File: src/ss2w_pkg.sv
// ----------------------------------------------------------------------------
// ss2w_pkg
// Shared beat types and codes for the seven-segment two-wire sender.
// ----------------------------------------------------------------------------
package ss2w_pkg;

    // input beat, one bit-time tick
    typedef struct packed {
        logic [1:0] mode;
        logic [7:0] brightness;
        logic [7:0] digit0_segments;
        logic [7:0] digit1_segments;
        logic [7:0] digit2_segments;
        logic [7:0] digit3_segments;
    } t_in_beat;

    // result beat, pin levels and status of one tick
    typedef struct packed {
        logic clock_level;
        logic data_level;
        logic data_driven;
        logic busy_res;
        logic rejected;
        logic done_res;
    } t_out_beat;

    // input mode codes
    localparam logic [1:0] MODE_TICK   = 2'd0;
    localparam logic [1:0] MODE_BRIGHT = 2'd1;
    localparam logic [1:0] MODE_SEG    = 2'd2;

    // classified request kind
    typedef enum logic [1:0] {
        KIND_TICK       = 2'd0,
        KIND_BRIGHT     = 2'd1,
        KIND_BRIGHT_BAD = 2'd2,
        KIND_SEG        = 2'd3
    } t_kind;

    // number of segment fields on an input beat
    localparam int DIGIT_FIELDS = 4;

    // classified beat between front and back
    typedef struct packed {
        t_kind      kind;
        logic [2:0] level;
        logic [DIGIT_FIELDS-1:0][7:0] digits;
    } t_cmd_beat;

    // running command codes
    localparam logic [1:0] CMD_IDLE   = 2'd0;
    localparam logic [1:0] CMD_BRIGHT = 2'd1;
    localparam logic [1:0] CMD_SEG    = 2'd2;

    // frame bytes
    localparam logic [7:0] BYTE_DATA_CMD   = 8'h40;
    localparam logic [7:0] BYTE_ADDR_CMD   = 8'hC0;
    localparam logic [7:0] BYTE_BRIGHT_CMD = 8'h88;

    // queue depth on each side of the sequencer
    localparam int QUEUE_DEPTH = 2;

endpackage

File: src/ss2w_queue.sv
// ----------------------------------------------------------------------------
// ss2w_queue
// Small register queue that decouples two sides of the sender.
// ----------------------------------------------------------------------------
module ss2w_queue #(
    parameter int WIDTH = 8,
    parameter int DEPTH = 2
) (
    input  logic             i_clk,
    input  logic             i_rst_n,
    input  logic             i_push,
    input  logic [WIDTH-1:0] i_data,
    output logic             o_full,
    input  logic             i_pop,
    output logic             o_empty,
    output logic [WIDTH-1:0] o_data
);

    localparam int PTR_W = (DEPTH > 1) ? $clog2(DEPTH) : 1;
    localparam int CNT_W = $clog2(DEPTH + 1);

    logic [WIDTH-1:0] r_mem [DEPTH];
    logic [PTR_W-1:0] r_wr_ptr, n_wr_ptr;
    logic [PTR_W-1:0] r_rd_ptr, n_rd_ptr;
    logic [CNT_W-1:0] r_count, n_count;
    logic             w_push, w_pop;

    assign o_full  = (r_count == CNT_W'(DEPTH));
    assign o_empty = (r_count == '0);
    assign o_data  = r_mem[r_rd_ptr];

    assign w_push = i_push && !o_full;
    assign w_pop  = i_pop && !o_empty;

    // pointer and count update
    always_comb begin
        n_wr_ptr = r_wr_ptr;
        n_rd_ptr = r_rd_ptr;
        n_count  = r_count;
        if (w_push) begin
            n_wr_ptr = (r_wr_ptr == PTR_W'(DEPTH - 1)) ? '0 : r_wr_ptr + PTR_W'(1);
        end
        if (w_pop) begin
            n_rd_ptr = (r_rd_ptr == PTR_W'(DEPTH - 1)) ? '0 : r_rd_ptr + PTR_W'(1);
        end
        if (w_push && !w_pop) begin
            n_count = r_count + CNT_W'(1);
        end else if (w_pop && !w_push) begin
            n_count = r_count - CNT_W'(1);
        end
    end

    // control registers
    always_ff @(posedge i_clk) begin
        if (!i_rst_n) begin
            r_wr_ptr <= '0;
            r_rd_ptr <= '0;
            r_count  <= '0;
        end else begin
            r_wr_ptr <= n_wr_ptr;
            r_rd_ptr <= n_rd_ptr;
            r_count  <= n_count;
        end
    end

    // storage
    always_ff @(posedge i_clk) begin
        if (w_push) begin
            r_mem[r_wr_ptr] <= i_data;
        end
    end

endmodule

File: src/ss2w_front.sv
// ----------------------------------------------------------------------------
// ss2w_front
// Classifies each incoming tick into the request kind the sequencer acts on.
// ----------------------------------------------------------------------------
module ss2w_front #(
    parameter int BRIGHTNESS_LIMIT = 7
) (
    input  ss2w_pkg::t_in_beat  i_beat,
    output ss2w_pkg::t_cmd_beat o_cmd
);

    // decode mode and check the level
    always_comb begin
        o_cmd.level  = i_beat.brightness[2:0];
        o_cmd.digits = {i_beat.digit3_segments, i_beat.digit2_segments,
                        i_beat.digit1_segments, i_beat.digit0_segments};
        case (i_beat.mode)
            ss2w_pkg::MODE_BRIGHT: begin
                if (i_beat.brightness > 8'(BRIGHTNESS_LIMIT)) begin
                    o_cmd.kind = ss2w_pkg::KIND_BRIGHT_BAD;
                end else begin
                    o_cmd.kind = ss2w_pkg::KIND_BRIGHT;
                end
            end
            ss2w_pkg::MODE_SEG: begin
                o_cmd.kind = ss2w_pkg::KIND_SEG;
            end
            default: begin
                o_cmd.kind = ss2w_pkg::KIND_TICK;
            end
        endcase
    end

endmodule

File: src/ss2w_back.sv
// ----------------------------------------------------------------------------
// ss2w_back
// Frame sequencer: one step per classified tick, producing pins and status.
// ----------------------------------------------------------------------------
module ss2w_back #(
    parameter int DIGIT_COUNT = 4
) (
    input  logic                i_clk,
    input  logic                i_rst_n,
    input  logic                i_fire,
    input  ss2w_pkg::t_cmd_beat i_cmd,
    output ss2w_pkg::t_out_beat o_beat
);

    typedef enum logic [10:0] {
        PH_IDLE   = 11'b000_0000_0001,
        PH_START0 = 11'b000_0000_0010,
        PH_START1 = 11'b000_0000_0100,
        PH_BITLO  = 11'b000_0000_1000,
        PH_BITHI  = 11'b000_0001_0000,
        PH_ACKLO  = 11'b000_0010_0000,
        PH_ACKHI  = 11'b000_0100_0000,
        PH_STOP0  = 11'b000_1000_0000,
        PH_STOP1  = 11'b001_0000_0000,
        PH_STOP2  = 11'b010_0000_0000,
        PH_STOP3  = 11'b100_0000_0000
    } t_phase;

    t_phase     r_phase, n_phase, v_phase;
    logic [3:0] r_bitpos, n_bitpos;
    logic [2:0] r_bytepos, n_bytepos;
    logic       r_frame, n_frame;
    logic [7:0] r_shift, n_shift;
    logic [1:0] r_cmd, n_cmd;
    logic       r_clk, n_clk;
    logic       r_dat, n_dat;
    logic [7:0] r_digit [ss2w_pkg::DIGIT_FIELDS];
    logic       w_digit_we;
    logic       w_drv, w_busy, w_rej, w_done;
    logic [3:0] w_frame_bytes;
    logic [2:0] w_digit_idx;

    // bytes in the current frame
    assign w_frame_bytes = (r_cmd == ss2w_pkg::CMD_SEG && r_frame)
                           ? 4'(1 + DIGIT_COUNT) : 4'd1;

    // step logic
    always_comb begin
        n_phase     = r_phase;
        n_bitpos    = r_bitpos;
        n_bytepos   = r_bytepos;
        n_frame     = r_frame;
        n_shift     = r_shift;
        n_cmd       = r_cmd;
        n_clk       = r_clk;
        n_dat       = r_dat;
        v_phase     = r_phase;
        w_digit_we  = 1'b0;
        w_drv       = 1'b1;
        w_busy      = 1'b0;
        w_rej       = 1'b0;
        w_done      = 1'b0;
        w_digit_idx = 3'(r_bytepos);

        // command start or refusal
        if (r_phase == PH_IDLE) begin
            case (i_cmd.kind)
                ss2w_pkg::KIND_BRIGHT: begin
                    n_cmd     = ss2w_pkg::CMD_BRIGHT;
                    n_shift   = ss2w_pkg::BYTE_BRIGHT_CMD | {5'd0, i_cmd.level};
                    n_frame   = 1'b0;
                    n_bytepos = '0;
                    n_bitpos  = '0;
                    v_phase   = PH_START0;
                end
                ss2w_pkg::KIND_BRIGHT_BAD: begin
                    w_rej = 1'b1;
                end
                ss2w_pkg::KIND_SEG: begin
                    w_digit_we = 1'b1;
                    n_cmd      = ss2w_pkg::CMD_SEG;
                    n_shift    = ss2w_pkg::BYTE_DATA_CMD;
                    n_frame    = 1'b0;
                    n_bytepos  = '0;
                    n_bitpos   = '0;
                    v_phase    = PH_START0;
                end
                default: begin
                end
            endcase
        end else if (i_cmd.kind != ss2w_pkg::KIND_TICK) begin
            w_rej = 1'b1;
        end

        // phase step
        case (v_phase)
            PH_START0: begin
                w_busy  = 1'b1;
                n_clk   = 1'b1;
                n_dat   = 1'b1;
                n_phase = PH_START1;
            end
            PH_START1: begin
                w_busy  = 1'b1;
                n_clk   = 1'b1;
                n_dat   = 1'b0;
                n_phase = PH_BITLO;
            end
            PH_BITLO: begin
                w_busy  = 1'b1;
                n_clk   = 1'b0;
                n_dat   = r_shift[0];
                n_phase = PH_BITHI;
            end
            PH_BITHI: begin
                w_busy   = 1'b1;
                n_clk    = 1'b1;
                n_dat    = r_shift[0];
                n_shift  = r_shift >> 1;
                n_bitpos = r_bitpos + 4'd1;
                n_phase  = (n_bitpos >= 4'd8) ? PH_ACKLO : PH_BITLO;
            end
            PH_ACKLO: begin
                w_busy  = 1'b1;
                w_drv   = 1'b0;
                n_clk   = 1'b0;
                n_phase = PH_ACKHI;
            end
            PH_ACKHI: begin
                w_busy    = 1'b1;
                w_drv     = 1'b0;
                n_clk     = 1'b1;
                n_bytepos = r_bytepos + 3'd1;
                n_bitpos  = '0;
                // digit slot is one below the byte position
                w_digit_idx = r_bytepos;
                if ({1'b0, n_bytepos} < w_frame_bytes) begin
                    if (r_cmd == ss2w_pkg::CMD_SEG && r_frame) begin
                        if (w_digit_idx < 3'(ss2w_pkg::DIGIT_FIELDS)) begin
                            n_shift = r_digit[w_digit_idx[1:0]];
                        end else begin
                            n_shift = 8'h00;
                        end
                    end else begin
                        n_shift = ss2w_pkg::BYTE_DATA_CMD;
                    end
                    n_phase = PH_BITLO;
                end else begin
                    n_phase = PH_STOP0;
                end
            end
            PH_STOP0: begin
                w_busy  = 1'b1;
                n_clk   = 1'b0;
                n_phase = PH_STOP1;
            end
            PH_STOP1: begin
                w_busy  = 1'b1;
                n_clk   = 1'b0;
                n_dat   = 1'b0;
                n_phase = PH_STOP2;
            end
            PH_STOP2: begin
                w_busy  = 1'b1;
                n_clk   = 1'b1;
                n_dat   = 1'b0;
                n_phase = PH_STOP3;
            end
            PH_STOP3: begin
                w_busy = 1'b1;
                n_clk  = 1'b1;
                n_dat  = 1'b1;
                if (r_cmd == ss2w_pkg::CMD_SEG && !r_frame) begin
                    // second frame: address byte then digits
                    n_frame   = 1'b1;
                    n_bytepos = '0;
                    n_bitpos  = '0;
                    n_shift   = ss2w_pkg::BYTE_ADDR_CMD;
                    n_phase   = PH_START0;
                end else begin
                    w_done    = 1'b1;
                    n_cmd     = ss2w_pkg::CMD_IDLE;
                    n_frame   = 1'b0;
                    n_bytepos = '0;
                    n_phase   = PH_IDLE;
                end
            end
            default: begin
                n_phase = PH_IDLE;
            end
        endcase
    end

    // result of this tick
    always_comb begin
        o_beat.clock_level = n_clk;
        o_beat.data_level  = w_drv ? n_dat : 1'b0;
        o_beat.data_driven = w_drv;
        o_beat.busy_res    = w_busy;
        o_beat.rejected    = w_rej;
        o_beat.done_res    = w_done;
    end

    // sequencer state
    always_ff @(posedge i_clk) begin
        if (!i_rst_n) begin
            r_phase   <= PH_IDLE;
            r_bitpos  <= '0;
            r_bytepos <= '0;
            r_frame   <= 1'b0;
            r_shift   <= '0;
            r_cmd     <= ss2w_pkg::CMD_IDLE;
            r_clk     <= 1'b1;
            r_dat     <= 1'b1;
        end else if (i_fire) begin
            r_phase   <= n_phase;
            r_bitpos  <= n_bitpos;
            r_bytepos <= n_bytepos;
            r_frame   <= n_frame;
            r_shift   <= n_shift;
            r_cmd     <= n_cmd;
            r_clk     <= n_clk;
            r_dat     <= n_dat;
        end
    end

    // digit store, loaded when a segment write starts
    always_ff @(posedge i_clk) begin
        if (i_fire && w_digit_we) begin
            for (int i = 0; i < ss2w_pkg::DIGIT_FIELDS; i++) begin
                r_digit[i] <= i_cmd.digits[i];
            end
        end
    end

endmodule

File: src/seven_segment_two_wire_sender.sv
// ----------------------------------------------------------------------------
// seven_segment_two_wire_sender
// Two-wire serial sender for a seven-segment LED driver, one tick per beat.
//
//   channel  | direction | handshake            | payload
//   ---------+-----------+----------------------+------------------------
//   ticks    | in        | push / full          | i_in_beat  (t_in_beat)
//   results  | out       | pop / empty          | o_out_beat (t_out_beat)
//
// One beat is taken every cycle while full is low, and one result beat is produced per tick.
// A result beat reaches the outputs through both queues: the tick is written into
// the classified-tick queue, the frame sequencer steps on it in the cycle it leaves
// that queue once the result queue has room, and its result is written into the result queue.
// Reset clears both queues and the sequencer; the digit store holds no reset.
// When results are not popped the result queue fills, the sequencer stops,
// and full rises once the two-entry tick queue is also full.
// ----------------------------------------------------------------------------
module seven_segment_two_wire_sender #(
    parameter int BRIGHTNESS_LIMIT = 7,
    parameter int DIGIT_COUNT      = 4
) (
    input  logic                i_clk,
    input  logic                i_rst_n,
    input  logic                push,
    output logic                full,
    input  ss2w_pkg::t_in_beat  i_in_beat,
    output logic                empty,
    input  logic                pop,
    output ss2w_pkg::t_out_beat o_out_beat
);

    localparam int CMD_W = $bits(ss2w_pkg::t_cmd_beat);
    localparam int OUT_W = $bits(ss2w_pkg::t_out_beat);

    ss2w_pkg::t_cmd_beat w_cmd_in;
    ss2w_pkg::t_cmd_beat w_cmd_out;
    ss2w_pkg::t_out_beat w_res;
    logic [CMD_W-1:0]    w_cmd_bits;
    logic [OUT_W-1:0]    w_out_bits;
    logic                w_cmd_empty;
    logic                w_res_full;
    logic                w_fire;

    // front: classify each tick
    ss2w_front #(
        .BRIGHTNESS_LIMIT(BRIGHTNESS_LIMIT)
    ) u_front (
        .i_beat(i_in_beat),
        .o_cmd (w_cmd_in)
    );

    // queue between front and sequencer
    ss2w_queue #(
        .WIDTH(CMD_W),
        .DEPTH(ss2w_pkg::QUEUE_DEPTH)
    ) u_cmd_queue (
        .i_clk  (i_clk),
        .i_rst_n(i_rst_n),
        .i_push (push),
        .i_data (w_cmd_in),
        .o_full (full),
        .i_pop  (w_fire),
        .o_empty(w_cmd_empty),
        .o_data (w_cmd_bits)
    );

    assign w_cmd_out = w_cmd_bits;
    assign w_fire    = !w_cmd_empty && !w_res_full;

    // back: frame sequencer
    ss2w_back #(
        .DIGIT_COUNT(DIGIT_COUNT)
    ) u_back (
        .i_clk  (i_clk),
        .i_rst_n(i_rst_n),
        .i_fire (w_fire),
        .i_cmd  (w_cmd_out),
        .o_beat (w_res)
    );

    // result queue
    ss2w_queue #(
        .WIDTH(OUT_W),
        .DEPTH(ss2w_pkg::QUEUE_DEPTH)
    ) u_res_queue (
        .i_clk  (i_clk),
        .i_rst_n(i_rst_n),
        .i_push (w_fire),
        .i_data (w_res),
        .o_full (w_res_full),
        .i_pop  (pop),
        .o_empty(empty),
        .o_data (w_out_bits)
    );

    assign o_out_beat = w_out_bits;

endmodule
File: config.mk
export PLATFORM = sky130hd
export DESIGN_NAME = seven_segment_two_wire_sender
export DESIGN_NICKNAME = d
export VERILOG_FILES = /design/src/ss2w_pkg.sv /design/src/ss2w_queue.sv /design/src/ss2w_front.sv /design/src/ss2w_back.sv /design/src/seven_segment_two_wire_sender.sv
export SDC_FILE = /design/constraint.sdc
export NUM_CORES = 1
export LEC_CHECK = 0
export ABC_AREA = 1
export CORE_MARGIN = 2
export CORE_UTILIZATION = 35
export CTS_BUF_LIST = sky130_fd_sc_hd__clkbuf_16
export DETAILED_ROUTE_END_ITERATION = 12
export DONT_BUFFER_PORTS = 1
export PLACE_DENSITY = 0.52
export SLEW_MARGIN = 20
export SYNTH_ARGS = -nofsm -noshare
export SYNTH_HDL_FRONTEND = slang
export SYNTH_HIERARCHICAL = 1
export SYNTH_SLANG_ARGS = --single-unit
export TNS_END_PERCENT = 50
File: constraint.sdc
create_clock -name i_clk -period 4.88 [get_ports i_clk]
set_input_delay 0.244 -clock i_clk [delete_from_list [all_inputs] [get_ports i_clk]]
set_output_delay 0.244 -clock i_clk [all_outputs]
set_load 0.02 [all_outputs]
### Word-level counts from Yosys, hierarchy flattened

Memories as Yosys holds them, arrays and structs flattened. A register that Yosys moved wholly into a read port is not among the register bits.
Cells that the tools add are included.

* reduce and logical (&&, ||, !) cells: 40
* equality and inequality tests: 19
* $lt $le $gt $ge: 4
* add/subtract/negate cells: 10
* muxes and demuxes: 63

Operator list (count)
* $pmux W11 S10: 1
* $mux W8: 6
* $mux W1: 28
* $pmux W8 S3: 1
* $mux W11: 2
* $mux W2: 11
* $pmux W8 S2: 1
* $eq A2 B2 Y1 const B: 6
* $logic_and A1 B1 Y1: 12
* $mux W4: 3
* $pmux W4 S3: 1
* $eq A11 B1 Y1 const B: 1
* $eq A11 B10 Y1 const B: 1
* $eq A11 B11 Y1 const B: 1
* $eq A11 B2 Y1 const B: 1
* $eq A11 B3 Y1 const B: 1
* $eq A11 B4 Y1 const B: 1
* $eq A11 B5 Y1 const B: 1
* $eq A11 B6 Y1 const B: 1
* $eq A11 B7 Y1 const B: 1
* $eq A11 B8 Y1 const B: 1
* $eq A11 B9 Y1 const B: 1
* $reduce_bool A2 Y1: 5
* $reduce_or A10 Y1: 1
* 24 further kinds: 47

* logic and storage cells: 153
* RAM bits: 118
* bits in registers: 39
* input bits: 46
* memories kept: 3
* output and inout bits: 8

Memories
* u_cmd_queue.r_mem: depth 2, bits a word 37, rd ports 1, clocked after Yosys merged registers in 1, write ports 1, line ss2w_queue.sv:22 `logic [WIDTH-1:0] r_mem [DEPTH];`
* u_back.r_digit: depth 4, bits a word 8, rd ports 1, clocked after Yosys merged registers in 1, write ports 4, line ss2w_back.sv:37 `logic [7:0] r_digit [ss2w_pkg::DIGIT_FIELDS];`
* u_res_queue.r_mem: depth 2, bits a word 6, rd ports 1, clocked after Yosys merged registers in 1, write ports 1, line ss2w_queue.sv:22

### Logic depth before layout (Yosys ltp)

* depth after elaboration: 9
* mapped depth: 13
* mapped depth without buffers: 13

### Hierarchy

The synthesis kept the hierarchy.

Modules (own cells, without submodules)
* ss2w_back: times used 1, sequential area each 1621.6 µm², cells each 456, area each 3534.6 µm²
* ss2w_queue at u_cmd_queue: times used 1, sequential area each 2322.2 µm², cells each 153, area each 3067.9 µm²
* ss2w_queue at u_res_queue: times used 1, sequential area each 460.4 µm², cells each 57, area each 680.7 µm²
* ss2w_front: times used 1, sequential area each 0.0 µm², cells each 48, area each 340.3 µm²
* seven_segment_two_wire_sender: times used 1, sequential area each 0.0 µm², cells each 1, area each 3.8 µm²

### Worst setup path before layout

No wires, ideal clock.

* kind: register to register
* start point: register u_res_queue.r_count[0]
* end point: memory u_back.r_digit[0][0], enable pin
* period minus slack after synthesis: 3.122 ns
* required time: 4.459 ns
* stages on the path, launching flop included: 8
* slack: 1.758 ns
* path buffers: 3
* library setup time: 0.421 ns
* arrival: 2.700 ns
* cell sequence: dfxtp_1 > nor2_1 > nor2_1 > clkbuf_1 > inv_1 > buf_2 > buf_1 > nor2_1

RTL lines
* start: declaration: line ss2w_queue.sv:25 `logic [CNT_W-1:0] r_count, n_count;`
* start signal: assignment: line ss2w_queue.sv:62 `r_count <= n_count;`
* end: declaration: line ss2w_back.sv:37

==> flow_metrics.tcl <==
set metrics [dict create \
    gp_congestion 0.867 \
    ys.flop_type "edfxtp_1" \
    ys_seq_area_frac 0.577 \
    ys_ff_latch 161 \
    die_area_um2 23000 \
    placed_cells 940 \
    synthesis.area_um2 7630 \
    syn_inst 715 \
    initial_core_util 0.353 \
    avgSynthCellArea_um2 10.7 \
    fp.coreArea_um2 21600 \
    status "completed" \
    gr-total-overflow 0 \
    grt_first_pass_wirelength_mm 23.2 \
    path_max_fanout 37 \
    worst-endpoint-required_ns 4.96 \
    critical_path_buf_inv_count 2 \
    synth_edf_count 118 \
    route.met2.wl_mm 7.43 \
    clk_path_buf_depth 2 \
    rsz0062_at_grt "false" \
    cellPowerDensity_nw_per_um2 549 \
    port_buffers 0 \
    routed_wl_mm 14.3 \
    ir_drop_mv 0.279 \
    num_rows 54 \
    period_minus_slack_ns 2.53 \
    clock_sinks 161 \
    yosysUniqueCellTypes 41 \
    antenna_found_initial 0 \
    met1Wirelength_mm 6.22 \
    hold_class "input port to flop" \
    crit_slowest_cell "buf_4" \
    setup.worst_path.start_class "flop" \
    pin_count 54 \
    grt_pass1_vias 4750 \
    final-hold-violation-count 0 \
    slew_headroom 0.438 \
    p_total_uw 4720 \
    nNetsFinal 770 \
    die_h_um 152 \
    finalClockSkew_ns 0.0173 \
    syn_nets 768 \
    final-max-slew-violation-count 0 \
    fin_setup_tns_ns 0 \
    num_vias 4686 \
    p_leak_uw 0.00331 \
    critPathCaptureType "flop" \
    cp_cell_sequence "buf_4 -> mux2_4 -> nand3_1 -> nor2_4 -> nand3_1 -> nor2_2 -> buf_4" \
    wire_per_inst_um 14.2 \
    first_pass_iters 4 \
    ant_nets 0 \
    cts_setup_buffers 0 \
    worst_pin_slew_ns 0.842 \
    clockRootBuffer "clkbuf_16" \
    fmax_mhz 396 \
    holdBufCountCts 36 \
    setup_viol 0 \
    clock_latency_ns 0.42 \
    top_layer "met4" \
    period_share 0.518 \
    cp.arrival_ns 2.61 \
    ys_warn_count 6 \
    slowest_delay_ns 0.51 \
    diodes 0 \
    clkTransAtPathRegs_ns 0.07 \
    met3_length_um 461 \
    grt_max_degree 38 \
    cts_tree "yes" \
    drc 0 \
    dr.first_iter.drc_count 288 \
    via_per_inst 4.64 \
    maxCapViolCount 0 \
    cts.repair.resized 0 \
    die_w_um 152 \
    track_usage 0.132 \
    critPathKind "flop to flop" \
    synthToLayoutAreaGrowth_pct 12.6 \
    finalWorstSetupSlack_ns 2.35 \
    dp_hpwl_mm 9.61 \
    final_cells 1010 \
    preCtsSetupSlack_ns 2.35 \
    ys_async_sr_fraction 0 \
    path_delay_family "buffers and inverters" \
    final_layout_size_suffix_gt1_frac 0.175 \
    numCtsBuffers 17 \
    ctsHtreeMaxLevel 4 \
    utilization 0.397 \
]
## sequential cells by signal (all words and copies together) (netlist names), 2 cells and up, named ones only
name,count
u_back/r_bytepos,3
u_back/r_cmd,2
u_res_queue/r_count,2
u_back/r_phase,11
u_cmd_queue/r_count,2
u_back/r_shift,8
u_res_queue/r_mem,12
u_back/r_bitpos,4
u_back/r_digit,32
u_cmd_queue/r_mem,74
## power breakdown
part | internal, uW | switching (uW) | leakage (uW)
Clock | 770 | 572 | 0.000297
Sequential | 1780 | 113 | 0.00143
Combinational | 543 | 943 | 0.00158
Total | 3090 | 1630 | 0.00331
## routing by layer
layer / up-vias / track usage
met1: 2211 / 0.148
met3: 17 / 0.0371
met2: 80 / 0.236
li1: 2378 / -
met5: - / 0
met4: 0 / 0.0519
## through the flow
step / hold WS (ns) / instance area (um^2)
3_5_place_dp: 0.343 / 7590
3_3_place_gp: 0.343 / 7590
4_1_cts: 0.00186 / 8540
5_1_grt: 0.0216 / 8590
2_1_floorplan: 0.365 / 7630
6_report: 0.0323 / 8590
## cell families after synthesis
logic type,synth area share
AND/OR/NAND/NOR,0.176
AO/OA/AOI/OAI,0.0587
multiplexers,0.0782
buffers and inverters,0.0948
flip-flops,0.577
XOR/XNOR,0.00345
adder cells (fa/ha/maj),0.0115
## path summary, 6_finish.rpt
kind | startpoint | end | slack [ns] | cells after the start
setup reg to reg | flop | u_back/r_digit[0][6]$_DFFE_PP_ | 2.35 | 7
setup / recovery | flop | u_back/r_digit[0][6]$_DFFE_PP_ | 2.35 | 7
hold reg to reg | u_back/r_dat$_SDFFE_PN1P_ | u_back/r_dat$_SDFFE_PN1P_ | 0.48 | 2
hold / removal | i_rst_n | u_back/r_bitpos[0]$_SDFFE_PN0P_ | 0.03 | 3
## cell type report
class	instances	area, um^2
fillers	2085	13000
flip-flops and latches	161	4410
multi-input cells	421	2520
repair buffers	42	438
clock buffers	17	425
well taps	280	350
inverters	74	280
clock inverters	15	170
## cell usage in the layout, fill, tap and decap left out, drive strengths merged
cell type	count
clkbuf	17
xnor2	2
bufinv	2
nand2	122
inv	80
nand3	40
o21ai	42
clkinv	6
o211ai	2
dlygate4sd3	36
or2	1
mux2	43
ha	7
nand4	12
nand3b	1
clkinvlp	1
a31oi	2
nor3	8
edfxtp	118
a211oi	1
o21a	1
xor2	1
a21oi	36
nor2	100
buf	6
dfxtp	43
## synth_stat cells, types with 3 or more instances
cell type,instances,area (um^2)
nand2_4,6,67.6
o21ai_0,35,175
ha_1,7,87.6
nand2_2,4,25.0
nor2_1,85,319
inv_1,66,248
buf_4,40,300
a21oi_1,34,170
nand2_1,112,420
nand4_1,10,62.6
nand3_1,38,190
nor3_1,6,30.0
inv_2,6,22.5
edfxtp_1,118,3540
nor2_2,9,56.3
buf_12,3,60.1
nor2_4,4,45.0
mux2_4,30,450
o21ai_1,5,25.0
buf_2,6,30.0
mux2_2,13,146
clkbuf_1,7,26.3
dfxtp_1,43,861
## tightest hold or removal path, stage by stage
cell	delay [ns]
o21a_1	0.08
nand2_1	0.06
inv_1	0.03
(Power assumes the default switching activity.)
